$ cat src/design/assert_macros.svh
// Assertion macros for the RTL of the matrix unit.
`ifndef ASSERT_MACROS_SVH
`define ASSERT_MACROS_SVH
`ifndef SYNTHESIS
// prop must hold at every clock edge outside reset
`define ASSERT_PROP(label, clk, rst_n, prop, msg) \
	label: assert property (@(posedge clk) disable iff (!rst_n) prop) else $error(msg);
// cond must never be seen at a clock edge outside reset
`define ASSERT_NEVER(label, clk, rst_n, cond, msg) \
	label: assert property (@(posedge clk) disable iff (!rst_n) !(cond)) else $error(msg);
`else
`define ASSERT_PROP(label, clk, rst_n, prop, msg)
`define ASSERT_NEVER(label, clk, rst_n, cond, msg)
`endif
`endif

$ cat src/design/m4v4_pkg.sv
// Types and operation codes of the 4x4 matrix / 4-vector unit.
package m4v4_pkg;

	localparam int unsigned FIELD_W = 32;

	localparam logic [2:0] FUNC_WRITE = 3'd0;
	localparam logic [2:0] FUNC_MUL   = 3'd1;
	localparam logic [2:0] FUNC_ADD   = 3'd2;
	localparam logic [2:0] FUNC_SUB   = 3'd3;
	localparam logic [2:0] FUNC_VEC   = 3'd4;

	typedef struct packed {
		logic [2:0]                 func;
		logic                       matrix_sel;
		logic [1:0]                 row;
		logic [1:0]                 col;
		logic signed [FIELD_W-1:0]  value;
		logic signed [FIELD_W-1:0]  vec_x;
		logic signed [FIELD_W-1:0]  vec_y;
		logic signed [FIELD_W-1:0]  vec_z;
		logic signed [FIELD_W-1:0]  vec_w;
	} cmd_t;

	typedef struct packed {
		logic [1:0]                 out_row;
		logic [1:0]                 out_col;
		logic signed [FIELD_W-1:0]  out_value;
		logic                       last;
	} res_t;

endpackage

$ cat src/design/matrix4_vector4_math_unit_top.sv
// Top level of the 4x4 matrix / 4-vector unit: storage, sequencer and shared MAC datapath.
// Timing: a write takes effect at the accepting edge; busy stays low. Other commands pass
// operand fetch, multiply/add, accumulate and the saturating output register in order.
// Throughput: one multiplier/adder, one term a cycle; a multiply walks 64 terms, add and
// subtract 16, a vector 16 (4 elements x 4 terms). No command is taken while busy.
// Results: one per cycle for add/subtract; one per dot product for multiply and vector.
// Reset (arst_n low) clears both matrices to zero and idles; the receiver cannot stall.
`include "assert_macros.svh"

module matrix4_vector4_math_unit_top
	import m4v4_pkg::*;
#(
	parameter int VALUE_WIDTH = 32,
	parameter int FRAC_BITS   = 16
) (
	input  logic  clk,
	input  logic  arst_n,
	input  logic  start,
	input  cmd_t  cmd,
	output logic  busy,
	output logic  strobe,
	output res_t  result
);

	localparam int VW = VALUE_WIDTH;
	localparam int TW = 2 * VW;      // product / term width
	localparam int AW = TW + 2;      // accumulator: four terms
	localparam logic signed [AW-1:0] SAT_HI = AW'((64'sd1 <<< (VW - 1)) - 64'sd1);
	localparam logic signed [AW-1:0] SAT_LO = -SAT_HI - AW'(1);

	typedef enum logic {ST_IDLE, ST_RUN} state_t;

	// ---------------------------------------------------------------
	// Matrix storage, row-major, element index = {row, col}
	// ---------------------------------------------------------------
	logic signed [VW-1:0] mat_a_q [16];
	logic signed [VW-1:0] mat_b_q [16];
	logic signed [VW-1:0] vec_q   [4];

	logic accept;
	logic run_req;
	assign accept  = start && !busy;
	assign run_req = (cmd.func == FUNC_MUL) || (cmd.func == FUNC_ADD) ||
	                 (cmd.func == FUNC_SUB) || (cmd.func == FUNC_VEC);

	always_ff @(posedge clk or negedge arst_n) begin
		if (!arst_n) begin
			for (int i = 0; i < 16; i++) begin
				mat_a_q[i] <= '0;
				mat_b_q[i] <= '0;
			end
		end else if (accept && cmd.func == FUNC_WRITE) begin
			if (cmd.matrix_sel)
				mat_b_q[{cmd.row, cmd.col}] <= cmd.value[VW-1:0];
			else
				mat_a_q[{cmd.row, cmd.col}] <= cmd.value[VW-1:0];
		end
	end

	// vector operands, held for the run
	always_ff @(posedge clk) begin
		if (accept && cmd.func == FUNC_VEC) begin
			vec_q[0] <= cmd.vec_x[VW-1:0];
			vec_q[1] <= cmd.vec_y[VW-1:0];
			vec_q[2] <= cmd.vec_z[VW-1:0];
			vec_q[3] <= cmd.vec_w[VW-1:0];
		end
	end

	// ---------------------------------------------------------------
	// Sequencer: walks elements and, for dot products, the four terms
	// ---------------------------------------------------------------
	state_t     state_q;
	logic [2:0] op_q;
	logic [3:0] elem_q;
	logic [1:0] k_q;
	logic       busy_q;
	logic       strobe_q;
	res_t       result_q;

	logic       dot_op;
	logic       last_term;
	logic       last_elem;
	logic [3:0] addr_a;
	logic [3:0] addr_b;

	assign dot_op    = (op_q == FUNC_MUL) || (op_q == FUNC_VEC);
	assign last_term = !dot_op || (k_q == 2'd3);
	assign last_elem = (op_q == FUNC_VEC) ? (elem_q == 4'd3) : (elem_q == 4'd15);
	assign addr_a    = dot_op ? {elem_q[3:2], k_q} : elem_q;
	assign addr_b    = dot_op ? {k_q, elem_q[1:0]} : elem_q;

	// pipeline tags
	logic       vld_s1, vld_s2, res_vld_s3;
	logic       first_s1, first_s2;
	logic       lterm_s1, lterm_s2;
	logic       lres_s1, lres_s2, lres_s3;
	logic [3:0] elem_s1, elem_s2, elem_s3;

	// pipeline data
	logic signed [VW-1:0] opa_s1, opb_s1;
	logic signed [TW-1:0] term_s2;
	logic signed [AW-1:0] acc_q;

	logic signed [TW-1:0] prod;
	logic signed [TW-1:0] term_nxt;
	logic signed [AW-1:0] sat_src;
	logic signed [VW-1:0] sat_val;

	always_ff @(posedge clk or negedge arst_n) begin
		if (!arst_n) begin
			state_q    <= ST_IDLE;
			op_q       <= FUNC_WRITE;
			elem_q     <= '0;
			k_q        <= '0;
			busy_q     <= 1'b0;
			strobe_q   <= 1'b0;
			vld_s1     <= 1'b0;
			vld_s2     <= 1'b0;
			res_vld_s3 <= 1'b0;
		end else begin
			case (state_q)
				ST_IDLE: begin
					if (accept && run_req) begin
						state_q <= ST_RUN;
						op_q    <= cmd.func;
						elem_q  <= '0;
						k_q     <= '0;
						busy_q  <= 1'b1;
					end
				end
				ST_RUN: begin
					if (last_term) begin
						k_q    <= '0;
						elem_q <= elem_q + 4'd1;
						if (last_elem)
							state_q <= ST_IDLE;
					end else begin
						k_q <= k_q + 2'd1;
					end
				end
				default: state_q <= ST_IDLE;
			endcase

			vld_s1     <= (state_q == ST_RUN);
			vld_s2     <= vld_s1;
			res_vld_s3 <= vld_s2 && lterm_s2;
			strobe_q   <= res_vld_s3;
			// drop busy as the final beat enters the output register
			if (res_vld_s3 && lres_s3)
				busy_q <= 1'b0;
		end
	end

	// stage 1: operand fetch
	always_ff @(posedge clk) begin
		opa_s1   <= (op_q == FUNC_VEC) ? vec_q[k_q] : mat_a_q[addr_a];
		opb_s1   <= mat_b_q[addr_b];
		first_s1 <= !dot_op || (k_q == 2'd0);
		lterm_s1 <= last_term;
		lres_s1  <= last_term && last_elem;
		elem_s1  <= elem_q;
	end

	// stage 2: shared multiplier / adder
	assign prod = TW'(opa_s1) * TW'(opb_s1);

	always_comb begin
		case (op_q)
			FUNC_ADD: term_nxt = TW'(opa_s1) + TW'(opb_s1);
			FUNC_SUB: term_nxt = TW'(opa_s1) - TW'(opb_s1);
			default:  term_nxt = prod >>> FRAC_BITS;
		endcase
	end

	always_ff @(posedge clk) begin
		term_s2  <= term_nxt;
		first_s2 <= first_s1;
		lterm_s2 <= lterm_s1;
		lres_s2  <= lres_s1;
		elem_s2  <= elem_s1;
	end

	// stage 3: accumulate
	always_ff @(posedge clk) begin
		if (vld_s2)
			acc_q <= first_s2 ? AW'(term_s2) : acc_q + AW'(term_s2);
		lres_s3 <= lres_s2;
		elem_s3 <= elem_s2;
	end

	// stage 4: saturate into the output register
	assign sat_src = (acc_q > SAT_HI) ? SAT_HI : ((acc_q < SAT_LO) ? SAT_LO : acc_q);
	assign sat_val = sat_src[VW-1:0];

	always_ff @(posedge clk) begin
		if (res_vld_s3) begin
			result_q.out_row   <= elem_s3[3:2];
			result_q.out_col   <= elem_s3[1:0];
			result_q.out_value <= FIELD_W'(sat_val);
			result_q.last      <= lres_s3;
		end
	end

	assign busy   = busy_q;
	assign strobe = strobe_q;
	assign result = result_q;

	// ---------------------------------------------------------------
	// Assertions
	// ---------------------------------------------------------------
	`ASSERT_PROP(a_last_frees, clk, arst_n, strobe && result.last |-> !busy, "busy after last beat")
	`ASSERT_PROP(a_mid_busy, clk, arst_n, strobe && !result.last |-> busy, "idle mid run")
	`ASSERT_PROP(a_run_starts, clk, arst_n, accept && run_req |=> busy, "run not started")
	`ASSERT_NEVER(a_idle_empty, clk, arst_n, !busy && (vld_s1 || vld_s2 || res_vld_s3),
		"pipeline active while idle")

endmodule

$ cat config.mk
export PLATFORM = sky130hd
export DESIGN_NAME = matrix4_vector4_math_unit_top
export DESIGN_NICKNAME = d
export VERILOG_FILES = /design/src/design/m4v4_pkg.sv /design/src/design/matrix4_vector4_math_unit_top.sv
export VERILOG_INCLUDE_DIRS = /design/src /design/src/design
export SDC_FILE = /design/constraint.sdc
export NUM_CORES = 2
export LEC_CHECK = 0
export BUFFER_PORTS_ARGS = -buffer_cell sky130_fd_sc_hd__buf_4
export CAP_MARGIN = 25
export CORE_ASPECT_RATIO = 1.1
export CORE_MARGIN = 1
export CORE_UTILIZATION = 35
export DETAILED_ROUTE_END_ITERATION = 6
export PLACE_DENSITY = 0.58
export SETUP_SLACK_MARGIN = 0.4
export SLEW_MARGIN = 15
export SYNTH_ARGS = -nofsm -noshare
export SYNTH_HDL_FRONTEND = slang
export SYNTH_SLANG_ARGS = --single-unit
$ cat constraint.sdc
create_clock -name clk -period 14.46 [get_ports clk]
set_input_delay 0.723 -clock clk [delete_from_list [all_inputs] [get_ports clk]]
set_output_delay 0.723 -clock clk [all_outputs]
set_load 0.02 [all_outputs]
# --- Word level (Yosys, flattened, before mapping) ---
# Memories as Yosys holds them, arrays and structs flattened.
# Index checks and enable logic that the tools add are counted.
classes:
  addsub: 5
  mul: 1
  order_cmp: 6
  n_eq_ne: 14
  mux: 32
  bitwise_logic: 5
  n_reduce_logical: 24
op_table:
  columns: ["op", "count"]
  rows:
  - ["$bwmux 512", 2]
  - ["$bmux 32 s4", 2]
  - ["$mux 32", 7]
  - ["$demux 32 s4", 1]
  - ["$pmux 64 s2", 1]
  - ["$add 66x64->66", 1]
  - ["$gt 66x32->1 const B", 1]
  - ["$lt 66x32->1 const B", 1]
  - ["$mux 66", 1]
  - ["$mul 32x32->64", 1]
  - ["$add 32x32->33", 1]
  - ["$sub 32x32->33", 1]
  - ["$ge 5x5->1 const B", 3]
  - ["$not 4->5", 3]
  - ["$eq 3x2->1 const B", 4]
  - ["$mux 4", 3]
  - ["$reduce_and 2->1", 5]
  - ["$mux 1", 9]
  - ["$logic_and 1x1->1", 8]
  - ["$pmux 4 s2", 1]
  - ["$eq 3x1->1 const B", 2]
  - ["$eq 3x3->1 const B", 2]
  - ["$logic_or 1x1->1", 6]
  - ["$mux 2", 3]
  - ["15 further kinds", 18]
word_totals:
  ff_bits: 1289
  mem_bits_rw: 128
  in_bits: 171
  out_inout_bits: 39
  wordCells: 147
  mem_count: 1
memory_table:
  columns: ["name", "depth", "width", "rd", "rd_ports_with_merged_regs", "write_ports", "line_no", "rtl"]
  rows:
  - ["vec_q", 4, 32, 1, 0, 4, "matrix4_vector4_math_unit_top.sv:38", "logic signed [VW-1:0] vec_q [4];"]

# --- Depth between registers and ports, before layout ---
logic_depth:
  ltp_word: 8
  mapped_depth: 29
  ltp_nobuf: 26

# --- Least setup slack after synthesis ---
# Ideal clock, no wire load.
synth_timing:
  path_type: "register to register"
  start: "register opa_s1[31]"
  end: "register term_s2[62]"
  setup_time_ns: 0.141
  t_arrival_ns: 7.886
  required_time_ns: 14.319
  setup_slack_ns: 6.432
  stages_incl_launch_ff: 28
  cell_sequence: "dfxtp_1 > clkbuf_1 > buf_1 > nand2_1 > inv_1 > fa_1 > fa_1 > fa_1 > fa_1 > inv_1 > fa_1 > inv_1 > fa_1 > inv_1 > fa_1 > inv_1 > fa_1 > ha_1 > clkbuf_1 > a21oi_1 > o21a_1 > o21ai_0 > a221o_1 > a32oi_1 > o21ai_0 > o31ai_1 > xnor2_1 > o21ai_0"
synth_between:
  elab_chain_len: 2
  word_cells_on_any_way: 4
synth_rtl:
  columns: ["item", "line_no", "rtl"]
  rows:
  - ["start, declared", "matrix4_vector4_math_unit_top.sv:101", "logic signed [VW-1:0] opa_s1, opb_s1;"]
  - ["start signal, assigned", "matrix4_vector4_math_unit_top.sv:157", "opa_s1 <= (op_q == FUNC_VEC) ? vec_q[k_q] : mat_a_q[addr_a];"]
  - ["$mul 32x32->64, or another cell as far along", "matrix4_vector4_math_unit_top.sv:166", "assign prod = TW'(opa_s1) * TW'(opb_s1);"]
  - ["$pmux 64 s2 *", "matrix4_vector4_math_unit_top.sv:169", "case (op_q)"]
  - ["end signal, assigned", "matrix4_vector4_math_unit_top.sv:177", "term_s2 <= term_nxt;"]
  - ["end, declared", "matrix4_vector4_math_unit_top.sv:102", "logic signed [TW-1:0] term_s2;"]
# Mark *: on every way between the ends. The rest lies on a longest branch, timed or not.
# A chain may end at the register's enable or synchronous reset.

# --- Worst setup path after layout ---
layout_timing:
  start: "register opa_s1[31]"
  end: "register term_s2[44]"
layout_between:
  elab_chain_len: 2
  word_cells_on_any_way: 4
layout_rtl:
  columns: ["item", "line_no", "rtl"]
  rows:
  - ["$mul 32x32->64, or another cell as far along", "matrix4_vector4_math_unit_top.sv:166", null]
  - ["$pmux 64 s2 *", "matrix4_vector4_math_unit_top.sv:169", null]
  - ["via term_nxt[44]", "matrix4_vector4_math_unit_top.sv:106", "logic signed [TW-1:0] term_nxt;"]
# The timed path passes the listed nets; every way through them passes the cells marked *.

==> flow_metrics.tcl <==
set metrics [dict create \
    die_h_um 566 \
    clkTransAtPathRegs_ns 0.05 \
    drtIter0Drc 4496 \
    drt_wl_total_mm 290 \
    crit_slowest_cell "fa_1" \
    ctsResizeCount 0 \
    peakVddDrop_v 0.000285 \
    met3_usage 0.0345 \
    synthArstFlopShare 0.742 \
    placed_area_um2 107000 \
    holdBufCountCts 24 \
    vias 64944 \
    holdCritPathClass "in -> reg" \
    track_usage 0.201 \
    syn-cell-area_um2 101000 \
    fin_crit_sh 0.684 \
    vias_per_cell 5.26 \
    multi_input_area_um2 59800 \
    crit_type "reg -> reg" \
    avgSynthCellArea_um2 12.1 \
    final_nets 9938 \
    r2r_start "opa_s1[31]$_DFF_P_" \
    finalNonFillerCells 12352 \
    fin_ws_ns 4.57 \
    grt_pass1_wl_mm 447 \
    endpoint_kind "flop" \
    dp_cells 12023 \
    p_leak_uw 0.0534 \
    yosys.area.top_type "dfrtp_1" \
    ff2ff_path_depth 22 \
    synthCells 8396 \
    grt_pass1_vias 71415 \
    grt-busiest-layer "met2" \
    rows 206 \
    tightest_slew_ns 1.05 \
    final-seq-area_um2 35600 \
    fmax_mhz 101 \
    postCtsSetupRepairBufs 0 \
    slew_violations 0 \
    fin_skew_ns 0.104 \
    required_ns 15.11 \
    drive_gt1_frac 0.243 \
    final.setup.tns_ns 0 \
    hold_depth 1 \
    cp_cell_sequence "inv_1 -> nor2_1 -> fa_1 -> fa_1 -> fa_1 -> fa_1 -> inv_1 -> fa_1 -> inv_1 -> fa_1 -> inv_1 -> fa_1 -> inv_1 -> fa_1 -> ha_1 -> and2_1 -> and3_1 -> nand2_1 -> or4_1 -> o31ai_1 -> mux2i_1 -> o21ai_1" \
    rsz0062_at_grt "false" \
    io_buffer_count 209 \
    postLayoutCellArea_um2 113000 \
    hold_path_end "vec_q[3][6]$_DFFE_PP_" \
    clock_path_buffers 4 \
    cts.htree.levels 4 \
    crit_buf_inv 5 \
    synthDistinctLibCells 83 \
    outcome "finished, final reports clean" \
    synthTopCellsByArea "dfrtp_1, fa_1, mux2_2" \
    crit_top_cell "fa_1" \
    synth_nets 9964 \
    ant_nets 0 \
    crit_path_max_incr_delay_ns 1.06 \
    pre_cts_slack_ns 4.61 \
    relSlewSlack 0.299 \
    use_met1 0.269 \
    die_w_um 515 \
    first_pass_iters 7 \
    p_per_area_nw_per_um2 135 \
    nFillCells 27312 \
    final_common_cell "fa_1" \
    syn_to_final_growth_pct 11.3 \
    initial_utilization 0.353 \
    io_pins 210 \
    setup_violations 0 \
    final_cell_mix "fa_1, inv_1, mux2_2, dfrtp_1, nand2_1" \
    ys_ff_latch 1401 \
    path_delay_family "adder cells" \
    arrival_ns 10.54 \
    gr-total-overflow 0 \
    synth_enable_flop_cells 231 \
    yosysTopAreaCellShare 0.257 \
    period_minus_slack_ns 9.89 \
    met2_usage 0.334 \
    hp-start "cmd[6]" \
    ys_warn_count 0 \
    synth_ff_type "dfrtp_1" \
    clock-root-buffer "clkbuf_16" \
    cp_max_fo 23 \
    clk_latency_ns 0.86 \
    cts_tree "done" \
    reg2reg_setup_slack_ns 4.57 \
    dpl.hpwl_mm 199 \
    core_um2 287000 \
    die_area_um2 292000 \
    cts.sinks 1401 \
    grt_start_max_net_pins 192 \
    drcViolationCount 0 \
    reg2reg_to "term_s2[44]$_DFF_P_" \
    routedWlPerCell_um 23.5 \
    gp_congestion 0.942 \
    cts_buffers 164 \
    antenna_found_initial 28 \
    maxCapViolCount 0 \
    finalHoldViolations 0 \
    cp-start-kind "flop" \
    seq_area_frac_synth 0.351 \
]
-- layer usage --
metal	up-vias	share of wire
met2	1995	0.48
met5	-	0.00031
met4	14	0.029
met3	501	0.061
met1	34524	0.43
li1	27910	-
-- cell families (layout without fill, tap and decap cells) --
kind of cell / Yosys count / after routing / synth area share
mux: 1428 / 1428 / 0.198
xor+xnor: 131 / 131 / 0.0113
flops: 1401 / 1401 / 0.351
simple gates: 1687 / 1687 / 0.0807
other cells: 0 / 10 / 0
fa+ha+maj: 1397 / 1397 / 0.253
compound gates: 731 / 731 / 0.0454
buf+inv: 1621 / 1719 / 0.0607
-- cell type report --
type                    count  area share
clock inverters            50     0.00534
multi-input cells        5374       0.531
inverters                1057      0.0353
flip-flops and latches   1401       0.316
repair buffers            372      0.0270
well taps                3848      0.0427
clock buffers             240      0.0429
diodes                     10    0.000222
-- Yosys cell counts, types with 45 or more instances --
cell type  instances
buf_1             76
ha_1             313
dfxtp_1          131
edfxtp_1         231
nor3_1            50
o21ai_0          181
a21oi_1          210
and2_1           482
mux2_2          1042
xnor2_1           89
clkbuf_1         470
nand4_1           45
a21o_1            71
nand2_1          719
inv_1           1055
fa_1            1084
nor2_1           205
dfrtp_1         1039
mux4_2           352
-- worst max path at each step --
stage	slack (ns)	endpoint	startpoint	cells past startpoint
5_1_grt	4.07	term_s2[45]$_DFF_P_	opa_s1[31]$_DFF_P_	22
2_1_floorplan	6.43	term_s2[62]$_DFF_P_	opa_s1[31]$_DFF_P_	27
3_5_place_dp	4.61	term_s2[44]$_DFF_P_	opa_s1[31]$_DFF_P_	22
3_3_place_gp	4.76	term_s2[44]$_DFF_P_	opa_s1[31]$_DFF_P_	22
4_1_cts	4.59	term_s2[44]$_DFF_P_	opa_s1[31]$_DFF_P_	22
6_report	4.57	term_s2[44]$_DFF_P_	opa_s1[31]$_DFF_P_	22
-- through the flow --
step / power, uW / utilization / hold slack [ns]
5_1_grt: 16000 / 0.392 / 0.0414
3_5_place_dp: 11000 / 0.372 / 0.313
2_1_floorplan: 8890 / - / 0.310
3_3_place_gp: 10900 / 0.372 / 0.316
4_1_cts: 15300 / 0.392 / 0.0241
6_report: 15200 / 0.392 / 0.0679
-- registers in the layout (all words and copies together) (netlist names), 2 cells and up --
signal / flops
op_q: 3
opb_s1: 32
mat_b_q: 512
elem_s1: 4
acc_q: 66
opa_s1: 32
k_q: 2
vec_q: 128
elem_q: 4
elem_s3: 4
mat_a_q: 512
term_s2: 48
result: 37
elem_s2: 4
-- where the power goes --
group          internal (uW)  switching (uW)  leakage (uW)
sequential              4460             320        0.0177
clock                   2520            1690       0.00268
combinational           2260            3930        0.0330
total                   9230            5930        0.0534
Power figures use the tool's default switching activity.
